--- src/rtl/core/sfs_pkg.sv ---
// Shared types and constants of the sensor frame scanner.
package sfs_pkg;

	// Frame bytes.
	localparam logic [7:0] HDR_FIRST  = 8'd253;
	localparam logic [7:0] HDR_SECOND = 8'd254;
	localparam logic [7:0] TRAILER    = 8'd255;

	// Input action codes.
	localparam logic ACT_BYTE = 1'b0;
	localparam logic ACT_SCAN = 1'b1;

	// Depths of the command queue and the result queue.
	localparam int CMDQ_DEPTH = 4;
	localparam int RESQ_DEPTH = 4;

	typedef enum logic {
		CMD_WRITE,
		CMD_SCAN
	} cmd_kind_t;

	// Work handed from the deframer to the table engine.
	typedef struct packed {
		cmd_kind_t  kind;
		logic [3:0] mux;
		logic [3:0] ch;
		logic [7:0] level;
	} cmd_t;

	// One result item.
	typedef struct packed {
		logic [2:0] mux_index;
		logic [2:0] channel;
		logic [7:0] level;
		logic       last;
	} res_t;

endpackage

--- src/rtl/core/sfs_fifo.sv ---
// Small register queue used between the scanner stages and on the result side.
module sfs_fifo #(
	parameter int WIDTH = 8,
	parameter int DEPTH = 4
) (
	input  logic             clk,
	input  logic             arst_n,
	input  logic             wr_en,
	input  logic [WIDTH-1:0] wr_data,
	input  logic             rd_en,
	output logic [WIDTH-1:0] rd_data,
	output logic             full,
	output logic             empty
);

	localparam int PTR_W = (DEPTH > 1) ? $clog2(DEPTH) : 1;
	localparam int CNT_W = $clog2(DEPTH + 1);
	localparam logic [PTR_W-1:0] PTR_LAST = PTR_W'(DEPTH - 1);
	localparam logic [CNT_W-1:0] CNT_FULL = CNT_W'(DEPTH);

	logic [WIDTH-1:0] store_q [DEPTH];
	logic [PTR_W-1:0] wr_ptr_q;
	logic [PTR_W-1:0] rd_ptr_q;
	logic [CNT_W-1:0] count_q;
	logic             do_wr;
	logic             do_rd;

	// A transfer happens on each side only when that side allows it.
	assign full    = (count_q == CNT_FULL);
	assign empty   = (count_q == '0);
	assign do_wr   = wr_en && !full;
	assign do_rd   = rd_en && !empty;
	assign rd_data = store_q[rd_ptr_q];

	// Entry storage needs no reset.
	always_ff @(posedge clk) begin
		if (do_wr) begin
			store_q[wr_ptr_q] <= wr_data;
		end
	end

	// Pointers and fill count.
	always_ff @(posedge clk or negedge arst_n) begin
		if (!arst_n) begin
			wr_ptr_q <= '0;
			rd_ptr_q <= '0;
			count_q  <= '0;
		end else begin
			if (do_wr) begin
				wr_ptr_q <= (wr_ptr_q == PTR_LAST) ? '0 : wr_ptr_q + 1'b1;
			end
			if (do_rd) begin
				rd_ptr_q <= (rd_ptr_q == PTR_LAST) ? '0 : rd_ptr_q + 1'b1;
			end
			if (do_wr && !do_rd) begin
				count_q <= count_q + 1'b1;
			end else if (do_rd && !do_wr) begin
				count_q <= count_q - 1'b1;
			end
		end
	end

endmodule

--- src/rtl/core/sfs_front.sv ---
// Front end: serial deframer and classifier that issues table commands.
module sfs_front #(
	parameter int MUX_COUNT = 8,
	parameter int CHANNELS  = 8
) (
	input  logic          clk,
	input  logic          arst_n,
	input  logic          take,
	input  logic          action,
	input  logic [7:0]    rx_byte,
	output logic          cmd_push,
	output sfs_pkg::cmd_t cmd
);

	typedef enum logic [2:0] {
		PH_IDLE,
		PH_SYNC,
		PH_ADDR,
		PH_LEVEL,
		PH_TRAIL
	} phase_t;

	phase_t     phase_q;
	logic [7:0] addr_q;
	logic [7:0] level_q;
	logic       take_byte;
	logic       in_range;
	logic       frame_done;

	assign take_byte = take && (action == sfs_pkg::ACT_BYTE);

	// A finished frame only counts when its address lies inside the table.
	assign in_range   = (5'(addr_q[7:4]) < 5'(MUX_COUNT)) && (5'(addr_q[3:0]) < 5'(CHANNELS));
	assign frame_done = take_byte && (phase_q == PH_TRAIL) && (rx_byte == sfs_pkg::TRAILER)
	                    && in_range;

	// Scans always go to the back end; good frames become table writes.
	always_comb begin
		cmd_push  = (take && (action == sfs_pkg::ACT_SCAN)) || frame_done;
		cmd.kind  = (action == sfs_pkg::ACT_SCAN) ? sfs_pkg::CMD_SCAN : sfs_pkg::CMD_WRITE;
		cmd.mux   = addr_q[7:4];
		cmd.ch    = addr_q[3:0];
		cmd.level = level_q;
	end

	// Deframer state and captured bytes.
	always_ff @(posedge clk or negedge arst_n) begin
		if (!arst_n) begin
			phase_q <= PH_IDLE;
			addr_q  <= '0;
			level_q <= '0;
		end else if (take_byte) begin
			unique case (phase_q)
				PH_IDLE: begin
					phase_q <= (rx_byte == sfs_pkg::HDR_FIRST) ? PH_SYNC : PH_IDLE;
				end
				PH_SYNC: begin
					phase_q <= (rx_byte == sfs_pkg::HDR_SECOND) ? PH_ADDR : PH_IDLE;
				end
				PH_ADDR: begin
					addr_q  <= rx_byte;
					phase_q <= PH_LEVEL;
				end
				PH_LEVEL: begin
					level_q <= rx_byte;
					phase_q <= PH_TRAIL;
				end
				PH_TRAIL: begin
					phase_q <= PH_IDLE;
				end
				default: begin
					phase_q <= PH_IDLE;
				end
			endcase
		end
	end

endmodule

--- src/rtl/core/sfs_back.sv ---
// Back end: sensor and sent tables, table writes and the change scan.
module sfs_back #(
	parameter int MUX_COUNT = 8,
	parameter int CHANNELS  = 8
) (
	input  logic          clk,
	input  logic          arst_n,
	input  logic [63:0]   enable_mask,
	input  sfs_pkg::cmd_t cmd,
	input  logic          cmd_empty,
	output logic          cmd_pop,
	output logic          res_push,
	output sfs_pkg::res_t res,
	input  logic          res_full
);

	localparam int TABLE  = MUX_COUNT * CHANNELS;
	localparam int IDX_W  = (TABLE > 1) ? $clog2(TABLE) : 1;
	localparam int SCAN_N = (TABLE < 64) ? TABLE : 64;
	localparam logic [IDX_W-1:0] SCAN_LAST = IDX_W'(SCAN_N - 1);
	localparam logic [3:0]       COL_LAST  = 4'(CHANNELS - 1);

	typedef enum logic [1:0] {
		ST_IDLE,
		ST_SCAN,
		ST_FLUSH
	} state_t;

	logic [7:0]       sensor_mem [TABLE];
	logic [7:0]       sent_mem   [TABLE];
	logic [TABLE-1:0] sens_valid_q;
	logic [TABLE-1:0] sent_valid_q;

	state_t           state_q;
	logic             issue_q;
	logic [IDX_W-1:0] scan_idx_q;
	logic [3:0]       row_q;
	logic [3:0]       col_q;

	logic             valid_s1;
	logic [IDX_W-1:0] idx_s1;
	logic [3:0]       row_s1;
	logic [3:0]       col_s1;
	logic [7:0]       sens_s1;
	logic [7:0]       sent_s1;
	logic             sens_ok_s1;
	logic             sent_ok_s1;

	logic             pend_v_q;
	sfs_pkg::res_t    pend_q;

	logic [IDX_W-1:0] wr_idx;
	logic             do_write;
	logic [7:0]       sens_lvl;
	logic [7:0]       sent_lvl;
	logic             hit;
	logic             adv;
	logic             rd_en;
	logic             sent_wr;

	// Command decode: a write goes straight into the sensor table.
	assign wr_idx   = IDX_W'(32'(cmd.mux) * CHANNELS + 32'(cmd.ch));
	assign cmd_pop  = (state_q == ST_IDLE) && !cmd_empty;
	assign do_write = cmd_pop && (cmd.kind == sfs_pkg::CMD_WRITE);

	// Entries never written read as zero.
	assign sens_lvl = sens_ok_s1 ? sens_s1 : '0;
	assign sent_lvl = sent_ok_s1 ? sent_s1 : '0;
	assign hit      = valid_s1 && enable_mask[6'(idx_s1)] && (sens_lvl != sent_lvl);

	// The scan pipe holds when a found entry cannot retire the pending result.
	assign adv     = (state_q == ST_SCAN) && !(hit && pend_v_q && res_full);
	assign rd_en   = adv && issue_q;
	assign sent_wr = adv && hit;

	// The pending result is released when the next hit arrives or the scan ends.
	always_comb begin
		res_push = pend_v_q && !res_full
		           && (((state_q == ST_SCAN) && hit) || (state_q == ST_FLUSH));
		res      = pend_q;
		res.last = (state_q == ST_FLUSH);
	end

	// Sensor table port: command writes, scan reads.
	always_ff @(posedge clk) begin
		if (do_write) begin
			sensor_mem[wr_idx] <= cmd.level;
		end
		if (rd_en) begin
			sens_s1 <= sensor_mem[scan_idx_q];
		end
	end

	// Sent table port: copy updates, scan reads.
	always_ff @(posedge clk) begin
		if (sent_wr) begin
			sent_mem[idx_s1] <= sens_lvl;
		end
		if (rd_en) begin
			sent_s1 <= sent_mem[scan_idx_q];
		end
	end

	// Scan stage payload and the pending result.
	always_ff @(posedge clk) begin
		if (rd_en) begin
			idx_s1 <= scan_idx_q;
			row_s1 <= row_q;
			col_s1 <= col_q;
		end
		if (sent_wr) begin
			pend_q.mux_index <= row_s1[2:0];
			pend_q.channel   <= col_s1[2:0];
			pend_q.level     <= sens_lvl;
			pend_q.last      <= 1'b0;
		end
	end

	// Sequencer for writes and scans, with the table valid bits.
	always_ff @(posedge clk or negedge arst_n) begin
		if (!arst_n) begin
			state_q      <= ST_IDLE;
			issue_q      <= 1'b0;
			scan_idx_q   <= '0;
			row_q        <= '0;
			col_q        <= '0;
			valid_s1     <= 1'b0;
			sens_ok_s1   <= 1'b0;
			sent_ok_s1   <= 1'b0;
			pend_v_q     <= 1'b0;
			sens_valid_q <= '0;
			sent_valid_q <= '0;
		end else begin
			if (do_write) begin
				sens_valid_q[wr_idx] <= 1'b1;
			end
			if (sent_wr) begin
				sent_valid_q[idx_s1] <= 1'b1;
			end
			unique case (state_q)
				ST_IDLE: begin
					if (cmd_pop && (cmd.kind == sfs_pkg::CMD_SCAN)) begin
						state_q    <= ST_SCAN;
						issue_q    <= 1'b1;
						scan_idx_q <= '0;
						row_q      <= '0;
						col_q      <= '0;
						valid_s1   <= 1'b0;
					end
				end
				ST_SCAN: begin
					if (adv) begin
						valid_s1 <= issue_q;
						if (issue_q) begin
							sens_ok_s1 <= sens_valid_q[scan_idx_q];
							sent_ok_s1 <= sent_valid_q[scan_idx_q];
							scan_idx_q <= scan_idx_q + 1'b1;
							if (col_q == COL_LAST) begin
								col_q <= '0;
								row_q <= row_q + 1'b1;
							end else begin
								col_q <= col_q + 1'b1;
							end
							if (scan_idx_q == SCAN_LAST) begin
								issue_q <= 1'b0;
							end
						end else begin
							state_q <= ST_FLUSH;
						end
						if (hit) begin
							pend_v_q <= 1'b1;
						end
					end
				end
				ST_FLUSH: begin
					if (!pend_v_q) begin
						state_q <= ST_IDLE;
					end else if (!res_full) begin
						pend_v_q <= 1'b0;
						state_q  <= ST_IDLE;
					end
				end
				default: begin
					state_q <= ST_IDLE;
				end
			endcase
		end
	end

	// A result is only pushed when the result queue has room.
	a_push_room: assert property (@(posedge clk) disable iff (!arst_n)
		res_push |-> !res_full)
		else $error("result pushed into a full queue");

	// The scan stage is empty whenever the sequencer is idle.
	a_idle_pipe_empty: assert property (@(posedge clk) disable iff (!arst_n)
		(state_q == ST_IDLE) |-> !valid_s1)
		else $error("scan stage busy while idle");

	// Leaving the flush drains the pending result.
	a_flush_drains: assert property (@(posedge clk) disable iff (!arst_n)
		((state_q == ST_FLUSH) && !res_full) |=> (!pend_v_q && (state_q == ST_IDLE)))
		else $error("pending result left after flush");

endmodule

--- src/rtl/core/sensor_frame_scanner.sv ---
// Sensor frame scanner: a byte or scan is accepted while the command queue has room.
// A table write passes through the command queue and is applied in the back end, one per cycle while it is idle.
// A scan covers min(MUX_COUNT*CHANNELS, 64) table entries, one table entry per cycle,
// held while a found entry waits on a full result queue; the last result appears when the scan ends.
// Reset is asynchronous: deframer idle, queues empty, enable_mask 1, tables read as zero
// through per-entry valid bits, so no clearing pass is needed.
module sensor_frame_scanner #(
	parameter int MUX_COUNT = 8,
	parameter int CHANNELS  = 8
) (
	input  logic        clk,
	input  logic        arst_n,
	// Input queue side
	input  logic        push,
	output logic        full,
	input  logic        action,
	input  logic [7:0]  rx_byte,
	// Result queue side
	output logic        empty,
	input  logic        pop,
	output logic [2:0]  mux_index,
	output logic [2:0]  channel,
	output logic [7:0]  level,
	output logic        last,
	// Configuration port
	input  logic        psel,
	input  logic        penable,
	input  logic        pwrite,
	input  logic [3:0]  paddr,
	input  logic [63:0] pwdata,
	output logic [63:0] prdata,
	output logic        pready
);

	localparam int CMD_W = $bits(sfs_pkg::cmd_t);
	localparam int RES_W = $bits(sfs_pkg::res_t);

	logic [63:0]      enable_mask_q;
	logic             take;
	logic             cmd_push;
	sfs_pkg::cmd_t    cmd_in;
	logic [CMD_W-1:0] cmdq_data;
	logic             cmdq_empty;
	logic             cmd_pop;
	logic             res_push;
	logic             res_full;
	sfs_pkg::res_t    res_in;
	logic [RES_W-1:0] resq_data;
	sfs_pkg::res_t    res_out;

	// Configuration register: register 0 occupies byte addresses 0 to 7.
	assign pready = 1'b1;
	assign prdata = (paddr[3] == 1'b0) ? enable_mask_q : '0;

	always_ff @(posedge clk or negedge arst_n) begin
		if (!arst_n) begin
			enable_mask_q <= 64'd1;
		end else if (psel && penable && pwrite && pready && (paddr[3] == 1'b0)) begin
			enable_mask_q <= pwdata;
		end
	end

	// An input transfer completes when the command queue has room.
	assign take = push && !full;

	sfs_front #(
		.MUX_COUNT (MUX_COUNT),
		.CHANNELS  (CHANNELS)
	) u_front (
		.clk      (clk),
		.arst_n   (arst_n),
		.take     (take),
		.action   (action),
		.rx_byte  (rx_byte),
		.cmd_push (cmd_push),
		.cmd      (cmd_in)
	);

	// Command queue between the deframer and the table engine.
	sfs_fifo #(
		.WIDTH (CMD_W),
		.DEPTH (sfs_pkg::CMDQ_DEPTH)
	) u_cmdq (
		.clk     (clk),
		.arst_n  (arst_n),
		.wr_en   (cmd_push),
		.wr_data (cmd_in),
		.rd_en   (cmd_pop),
		.rd_data (cmdq_data),
		.full    (full),
		.empty   (cmdq_empty)
	);

	sfs_back #(
		.MUX_COUNT (MUX_COUNT),
		.CHANNELS  (CHANNELS)
	) u_back (
		.clk         (clk),
		.arst_n      (arst_n),
		.enable_mask (enable_mask_q),
		.cmd         (sfs_pkg::cmd_t'(cmdq_data)),
		.cmd_empty   (cmdq_empty),
		.cmd_pop     (cmd_pop),
		.res_push    (res_push),
		.res         (res_in),
		.res_full    (res_full)
	);

	// Result queue toward the consumer.
	sfs_fifo #(
		.WIDTH (RES_W),
		.DEPTH (sfs_pkg::RESQ_DEPTH)
	) u_resq (
		.clk     (clk),
		.arst_n  (arst_n),
		.wr_en   (res_push),
		.wr_data (res_in),
		.rd_en   (pop),
		.rd_data (resq_data),
		.full    (res_full),
		.empty   (empty)
	);

	assign res_out   = sfs_pkg::res_t'(resq_data);
	assign mux_index = res_out.mux_index;
	assign channel   = res_out.channel;
	assign level     = res_out.level;
	assign last      = res_out.last;

endmodule
--- config.mk ---
export PLATFORM = sky130hd
export DESIGN_NAME = sensor_frame_scanner
export DESIGN_NICKNAME = d
export VERILOG_FILES = /design/src/rtl/core/sfs_pkg.sv /design/src/rtl/core/sfs_fifo.sv /design/src/rtl/core/sfs_front.sv /design/src/rtl/core/sfs_back.sv /design/src/rtl/core/sensor_frame_scanner.sv
export SDC_FILE = /design/constraint.sdc
export NUM_CORES = 1
export LEC_CHECK = 0
export ABC_CLOCK_PERIOD_IN_PS = 3400
export BUFFER_PORTS_ARGS = -buffer_cell sky130_fd_sc_hd__buf_4
export CORE_UTILIZATION = 40
export CTS_BUF_LIST = sky130_fd_sc_hd__clkbuf_4
export DETAILED_ROUTE_END_ITERATION = 16
export PLACE_DENSITY = 0.65
export SYNTH_ARGS = -nofsm -noshare
export SYNTH_HDL_FRONTEND = slang
export SYNTH_SLANG_ARGS = --single-unit
--- constraint.sdc ---
create_clock -name clk -period 3.4 [get_ports clk]
set_clock_uncertainty 0.05 [all_clocks]
set_input_delay 1.02 -clock clk [delete_from_list [all_inputs] [get_ports clk]]
set_output_delay 1.02 -clock clk [all_outputs]
set_load 0.05 [all_outputs]
==> impl_metrics.yaml, run 1 <==
global_route:
  grt_pass1_wl_mm: 198
  first_global_vias: 31700
  grt_overflow: 0
  grt_max_degree: 66
  antenna_found_initial: 3
  grt_usage_pct: 18.1
detailed_routing:
  wirelength_mm: 131
  detail-route-antenna-nets: 0
  detailedRoute.firstIterationViolations: 2472
  drt-pass1-iter-count: 5
  drc: 0
  wl_per_cell_um: 23.0
  dr_total_vias: 30400
  viasPerCell: 5.32
placement:
  io_buffers: 161
  gp_congestion: 0.823
  dpl.hpwl_mm: 82.6
setup_path:
  crit_fanout: 8
  end_kind: "output port"
  worst_ep_arrival_time_ns: 2.53
  slowest_stage: "mux4_2"
  critPathRequiredTime_ns: 2.33
  cp-start-kind: "register"
  path_cells: "buf_12, mux4_2, buf_6"
  critPathMaxStageDelay_ns: 0.54
  worst-r2r-setup-slack_ns: 0.02
  crit_type: "register to output port"
worst_hold_path:
  hold_class: "input port to register"
clocking:
  cts_tree: "yes"
  clk_latency_ns: 1.21
  clock-sinks: 1435
  cts_buffers: 354
  clkTransAtPathRegs_ns: 0.06
  clockBufferDepth: 4
  cts_root_buffer: "clkbuf_4"
  cts.htree.levels: 5
run_status:
  outcome: "finished, violations left"
  violations: "setup timing"
power_and_ir_drop:
  switching_share_pct: 31.8
  p_clk_share_pct: 25.6
  pwr-share-comb_pct: 30.3
  ir_worst_vdd_v: 0.000540
  p_leak_nw: 24.1
  power.total_mw: 54.1
  power_switching_mw: 17.2
  powerDensity_nw_per_um2: 794
  p_seq_share_pct: 44.0
  p_int_mw: 36.9
timing:
  maxSlewViolCount: 0
  setup_viol: 15
  finalCriticalPeriod_ns: 3.60
  hold_viol: 0
  fmax_ghz: 0.278
  tightest_slew_ns: 1.25
  postLayoutSetupSlackWorst_ns: -0.196
  max-slew-margin-rel_pct: 16.4
  fin_crit_sh_pct: 106
  rsz0062_at_grt: "true"
synthesis:
  ys_warn_count: 0
  synth_top_flop_cell: "edfxtp_1"
  synth.top_cell.area_share_pct: 62.4
  synth_seq_area_share_pct: 73.1
  synthTopCellsByArea: "edfxtp_1 62%, mux4_2 15%, dfrtp_1 11%"
  synth_cells: 2833
  yosysUniqueCellTypes: 80
  synth_edf_count: 1190
  async_reset_ff_share_pct: 17.1
  syn_nets: 2939
  ys_seq_elements: 1435
  yosys-top-cells-count: "1,190 x edfxtp_1, 389 x mux4_2, 244 x dfrtp_1"
  syn_area_per_cell_um2: 20.2
  yosysMostFrequentCell: "edfxtp_1"
  syn-cell-area_um2: 57200
  yosys.area.top_type: "edfxtp_1"
die:
  io_pins: 166
  start_util_pct: 40.4
  die_h_um: 380
  rows: 138
  coreArea_um2: 142000
  die_x_um: 380
  die_area_um2: 145000
finish:
  area_growth_syn_to_layout_pct: 19.1
  fillers: 11800
  final_nets: 3669
  seqCellArea_um2: 41900
  multi_input_area_um2: 14600
  fin_util_pct: 48.1
  drive_gt1_share_pct: 42.2
job:
  drv_cap: 0
[layout make-up]
type                    instances  share of cell area, %
clock inverters                81                  0.532
inverters                      24                  0.139
diodes                          6                 0.0220
well taps                    1890                   3.47
flip-flops and latches       1435                   61.4
clock buffers                 534                   5.88
multi-input cells            1212                   21.5
repair buffers                536                   7.09
[layout by cell type (no fill, tap or decap), drive strengths merged, types with 6 or more instances in the layout]
master and n:
clkbuf 537, a21o 10, inv 29, dlygate4sd3 74
a21oi 26, o21ai 23, o22ai 9, mux4 389
o221ai 18, nor3 77, nor2 88, dfrtp 244
ha 20, mux2i 41, nor2b 75, nand3 20
buf 459, and3 9, nand2b 12, a31o 69
mux2 92, or2 68, a31oi 7, edfxtp 1190
nand2 65, clkinv 73, and2 17, diode 6
[final timing paths]
path / cells after the start / to / startpoint
worst max-delay path: 3 / last / u_resq.rd_ptr_q[0]$_DFFE_PN0P_
worst min-delay path: 3 / u_resq.rd_ptr_q[0]$_DFFE_PN0P_ / pop
worst max register to register: 11 / u_back.sent_mem[46][5]$_DFFE_PP_ / u_back.idx_s1[1]$_DFFE_PP_
worst min register to register: 0 / u_back.res[10]$_DFFE_PP_ / u_back.col_s1[1]$_DFFE_PP_
max in group asynchronous: 3 / u_back.scan_idx_q[2]$_DFFE_PN0P_ / arst_n
min in group asynchronous: 2 / u_front.level_q[5]$_DFFE_PN0P_ / arst_n
[through the flow]
step | setup TNS (ns) | cells | hold slack [ns] | area, um^2 | worst slack (ns)
5_1_grt | -7.40 | 5715 | 0.150 | 68200 | -0.337
6_report | -2.62 | 5718 | 0.215 | 68200 | -0.196
4_1_cts | -5.09 | 5702 | 0.0516 | 68000 | -0.360
3_3_place_gp | -0.0114 | 5012 | 0.353 | 62800 | -0.00284
2_1_floorplan | 0 | 2833 | 0.350 | 57200 | 0.0703
3_5_place_dp | -0.640 | 5012 | 0.357 | 62800 | -0.0462
[power groups by stage]
stage	logic (mW)	clock network [mW]	registers, mW
after floorplan	10.4	0	23.7
after global placement	16.0	0	24.1
after detailed placement	16.2	0	24.2
after CTS	16.4	14.3	23.8
after global routing	17.4	15.1	24.0
final	16.4	13.9	23.8
[registers in the layout, indices dropped and copies added, names as in the netlist, 4 cells and up]
register             flops
enable_mask_q           64
u_back.scan_idx_q        6
u_resq.store_q          60
u_back.res              14
u_back.sensor_mem      512
u_back.col_q             4
u_front.level_q          8
u_back.sens_valid_q     64
u_back.sent_s1           8
u_back.sent_mem        512
u_back.idx_s1            6
u_cmdq.store_q          64
u_back.sens_s1           8
u_back.sent_valid_q     64
u_front.addr_q           8
[cells by family after synthesis]
logic type | after synthesis | synth area share [%]
mux | 522 | 17.8
xor+xnor | 9 | 0.138
fa+ha+maj | 22 | 0.507
other cells | 1 | 0.00655
flops | 1435 | 73.1
buf+inv | 186 | 1.37
compound gates | 202 | 2.80
simple gates | 456 | 4.20
[layer usage]
metal	wire length, um	GRT usage (%)	share of wire (%)	vias up
met2	65900	29.3	50	987
li1	-	-	-	13300
met3	6870	3.48	5.2	215
met1	55600	24.3	42	15900
met5	0	0	0	-
met4	3100	6.51	2.4	0
[worst max-delay path: cells and delay by family (launching register included)]
kind                   cells  cell delay (ns)
DFF                        1             0.44
muxes                      1             0.54
buffers and inverters      2             0.34
[repair_timing]
action | in CTS | in global routing
buffers inserted | 1 | 7
pin swaps | 1 | 5
endpoints found under the hold margin | 129 | 0
gates cloned | 0 | 3
setup endpoints to repair | 103 | 160
hold buffers | 74 | 0
gates resized for setup | 25 | 9
(Power assumes the default switching activity.)
==> inputs of run 2 (changes only) <==
--- a/config.mk
+++ b/config.mk
@@ -5,12 +5,12 @@
 export SDC_FILE = /design/constraint.sdc
 export NUM_CORES = 1
 export LEC_CHECK = 0
-export ABC_CLOCK_PERIOD_IN_PS = 3400
+export ABC_CLOCK_PERIOD_IN_PS = 4300
 export BUFFER_PORTS_ARGS = -buffer_cell sky130_fd_sc_hd__buf_4
 export CORE_UTILIZATION = 40
 export CTS_BUF_LIST = sky130_fd_sc_hd__clkbuf_4
 export DETAILED_ROUTE_END_ITERATION = 16
-export PLACE_DENSITY = 0.65
+export PLACE_DENSITY = 0.63
 export SYNTH_ARGS = -nofsm -noshare
 export SYNTH_HDL_FRONTEND = slang
 export SYNTH_SLANG_ARGS = --single-unit
==> constraint.sdc (replaced) <==
create_clock -name clk -period 4.3 [get_ports clk]
set_clock_uncertainty 0.05 [all_clocks]
set_input_delay 1.29 -clock clk [delete_from_list [all_inputs] [get_ports clk]]
set_output_delay 1.29 -clock clk [all_outputs]
set_load 0.05 [all_outputs]
==> impl_metrics.yaml, run 2 (synthesis gave the netlist of run 1 again) <==
finish:
  reg.largest.list: "u_back.sensor_mem (512), u_back.sent_mem (512)"
  drive_gt1_share_pct: 41.8
  final_cell_mix: "1,190 x edfxtp_1, 545 x clkbuf_4, 389 x mux4_2, 354 x buf_4, 241 x dfrtp_1"
  fin_util_pct: 46.9
  final_nets: 3515
  final_cell_area_um2: 66500
  final_common_cell: "edfxtp_1"
  area_growth_syn_to_layout_pct: 16.2
global_route:
  grt_pass1_wl_mm: 195
  grt_usage_pct: 18.1
  antenna_found_initial: 5
  first_global_vias: 30800
  grt_max_degree: 96
  grt_overflow: 0
setup_path:
  cp-endpoint: "level[4]"
  critPathRequiredTime_ns: 2.96
  cp-startpoint: "u_resq.rd_ptr_q[1]$_DFFE_PN0P_"
  ff2ff_path_depth: 9
  r2r_end: "u_back.sent_mem[59][1]$_DFFE_PP_"
  cp-start-kind: "register"
  crit_fanout: 17
  end_kind: "output port"
  crit_type: "register to output port"
  regToRegStartpoint: "u_back.sens_ok_s1$_DFFE_PN0P_"
  worst-r2r-setup-slack_ns: 0.32
  worst_ep_arrival_time_ns: 2.71
power_and_ir_drop:
  ir_worst_vdd_v: 0.000429
  powerDensity_nw_per_um2: 634
  power.total_mw: 42.1
  p_leak_nw: 23.3
job:
  drv_cap: 0
timing:
  rsz0062_at_grt: "false"
  finalCriticalPeriod_ns: 4.05
  tns_ns: 0
  fmax_ghz: 0.247
  max-slew-margin-rel_pct: 19.4
  setup_viol: 0
  tightest_slew_ns: 1.21
  fin_crit_sh_pct: 94.2
  maxSlewViolCount: 0
  hold_viol: 0
  holdWs_ns: 0.230
placement:
  post_dp_cell_area_um2: 62000
  dpl.hpwl_mm: 81.1
  io_buffers: 161
  gp_congestion: 0.819
detailed_routing:
  viasPerCell: 5.30
  wirelength_mm: 130
  dr_total_vias: 29500
  detail-route-antenna-nets: 0
  drt-pass1-iter-count: 5
  drc: 0
  wl_per_cell_um: 23.3
  detailedRoute.firstIterationViolations: 2490
die:
  die_x_um: 380
  start_util_pct: 40.4
  io_pins: 166
  rows: 138
  coreArea_um2: 142000
  die_area_um2: 145000
  die_h_um: 380
clocking:
  cts.htree.levels: 5
  clockBufferDepth: 4
  cts_buffers: 361
  clock-sinks: 1435
  clk_latency_ns: 1.24
  clkTransAtPathRegs_ns: 0.07
  cts_tree: "yes"
  cts_root_buffer: "clkbuf_4"
run_status:
  outcome: "completed"
worst_hold_path:
  hold_class: "input port to register"
[run 2: cell types whose count changed in the layout (fill, tap and decap cells not counted), moves of 4 or more]
cell	before	now
dfrtp_1	237	241
dfrtp_2	4	0
inv_2	11	7
dlygate4sd3_1	74	1
nor3_1	76	70
clkbuf_4	534	545
buf_6	17	0
nor3_2	1	7
clkinv_2	2	6
buf_12	40	19
buf_4	401	354
[run 2: worst max-delay path, cell delays in order, from the launching register on]
cell,delay [ns]
dfrtp_1,0.83
mux4_2,0.43
buf_4,0.21
[run 2: metal layers]
metal | share of wire (%) | GRT usage (%) | vias up
met5 | 0 | 0 | -
li1 | - | - | 13000
met1 | 43 | 24.0 | 15400
met3 | 5.3 | 3.73 | 226
met2 | 50 | 29.1 | 838
met4 | 2.6 | 7.18 | 0
[run 2: worst min-delay path by stage]
stage / start / endpoint / slack [ns] / cells past startpoint
after CTS: pwdata[62] / enable_mask_q[62]$_DFFE_PN0P_ / 0.05 / 2
after detailed placement: u_back.row_s1[1]$_DFFE_PP_ / u_back.res[13]$_DFFE_PP_ / 0.36 / 0
after global routing: pwdata[45] / enable_mask_q[45]$_DFFE_PN0P_ / 0.15 / 2
after floorplan: u_back.col_s1[1]$_DFFE_PP_ / u_back.res[10]$_DFFE_PP_ / 0.35 / 0
final: pwdata[62] / enable_mask_q[62]$_DFFE_PN0P_ / 0.23 / 2
after global placement: u_back.col_s1[2]$_DFFE_PP_ / u_back.res[11]$_DFFE_PP_ / 0.36 / 0
[run 2: layout make-up]
type                       instances  area, um^2
tap                             1890        2360
fill                           12000       75300
antenna                            6        15.0
timing repair buffer             375        3060
multi-input combinational       1212       14600
inverter                          24        93.8
clock inverter                    77         352
clock buffer                     545        4090
sequential                      1435       41900
[run 2: timing repair]
action                     4_1_cts  5_1_grt
hold endpoints to repair        56        0
gates resized for setup          0        7
hold buffers                     1        0
buffers inserted                 0        0
setup endpoints to repair        0       55
[run 2: power by group]
part / total [mW] / internal (mW) / leakage [nW] / switching [mW]
registers: 18.9 / 18.0 / 14.0 / 0.954
clock network: 11.1 / 5.87 / 2.67 / 5.23
logic: 12.1 / 4.89 / 6.62 / 7.20
total: 42.1 / 28.7 / 23.3 / 13.4
[run 2: per-stage QoR]
stage	std cells	worst slack, ns
detailed placement	4935	0.113
CTS	5558	0.0442
global placement	4935	0.260
finish	5564	0.250
global route	5562	0.0770
floorplan	2833	0.570
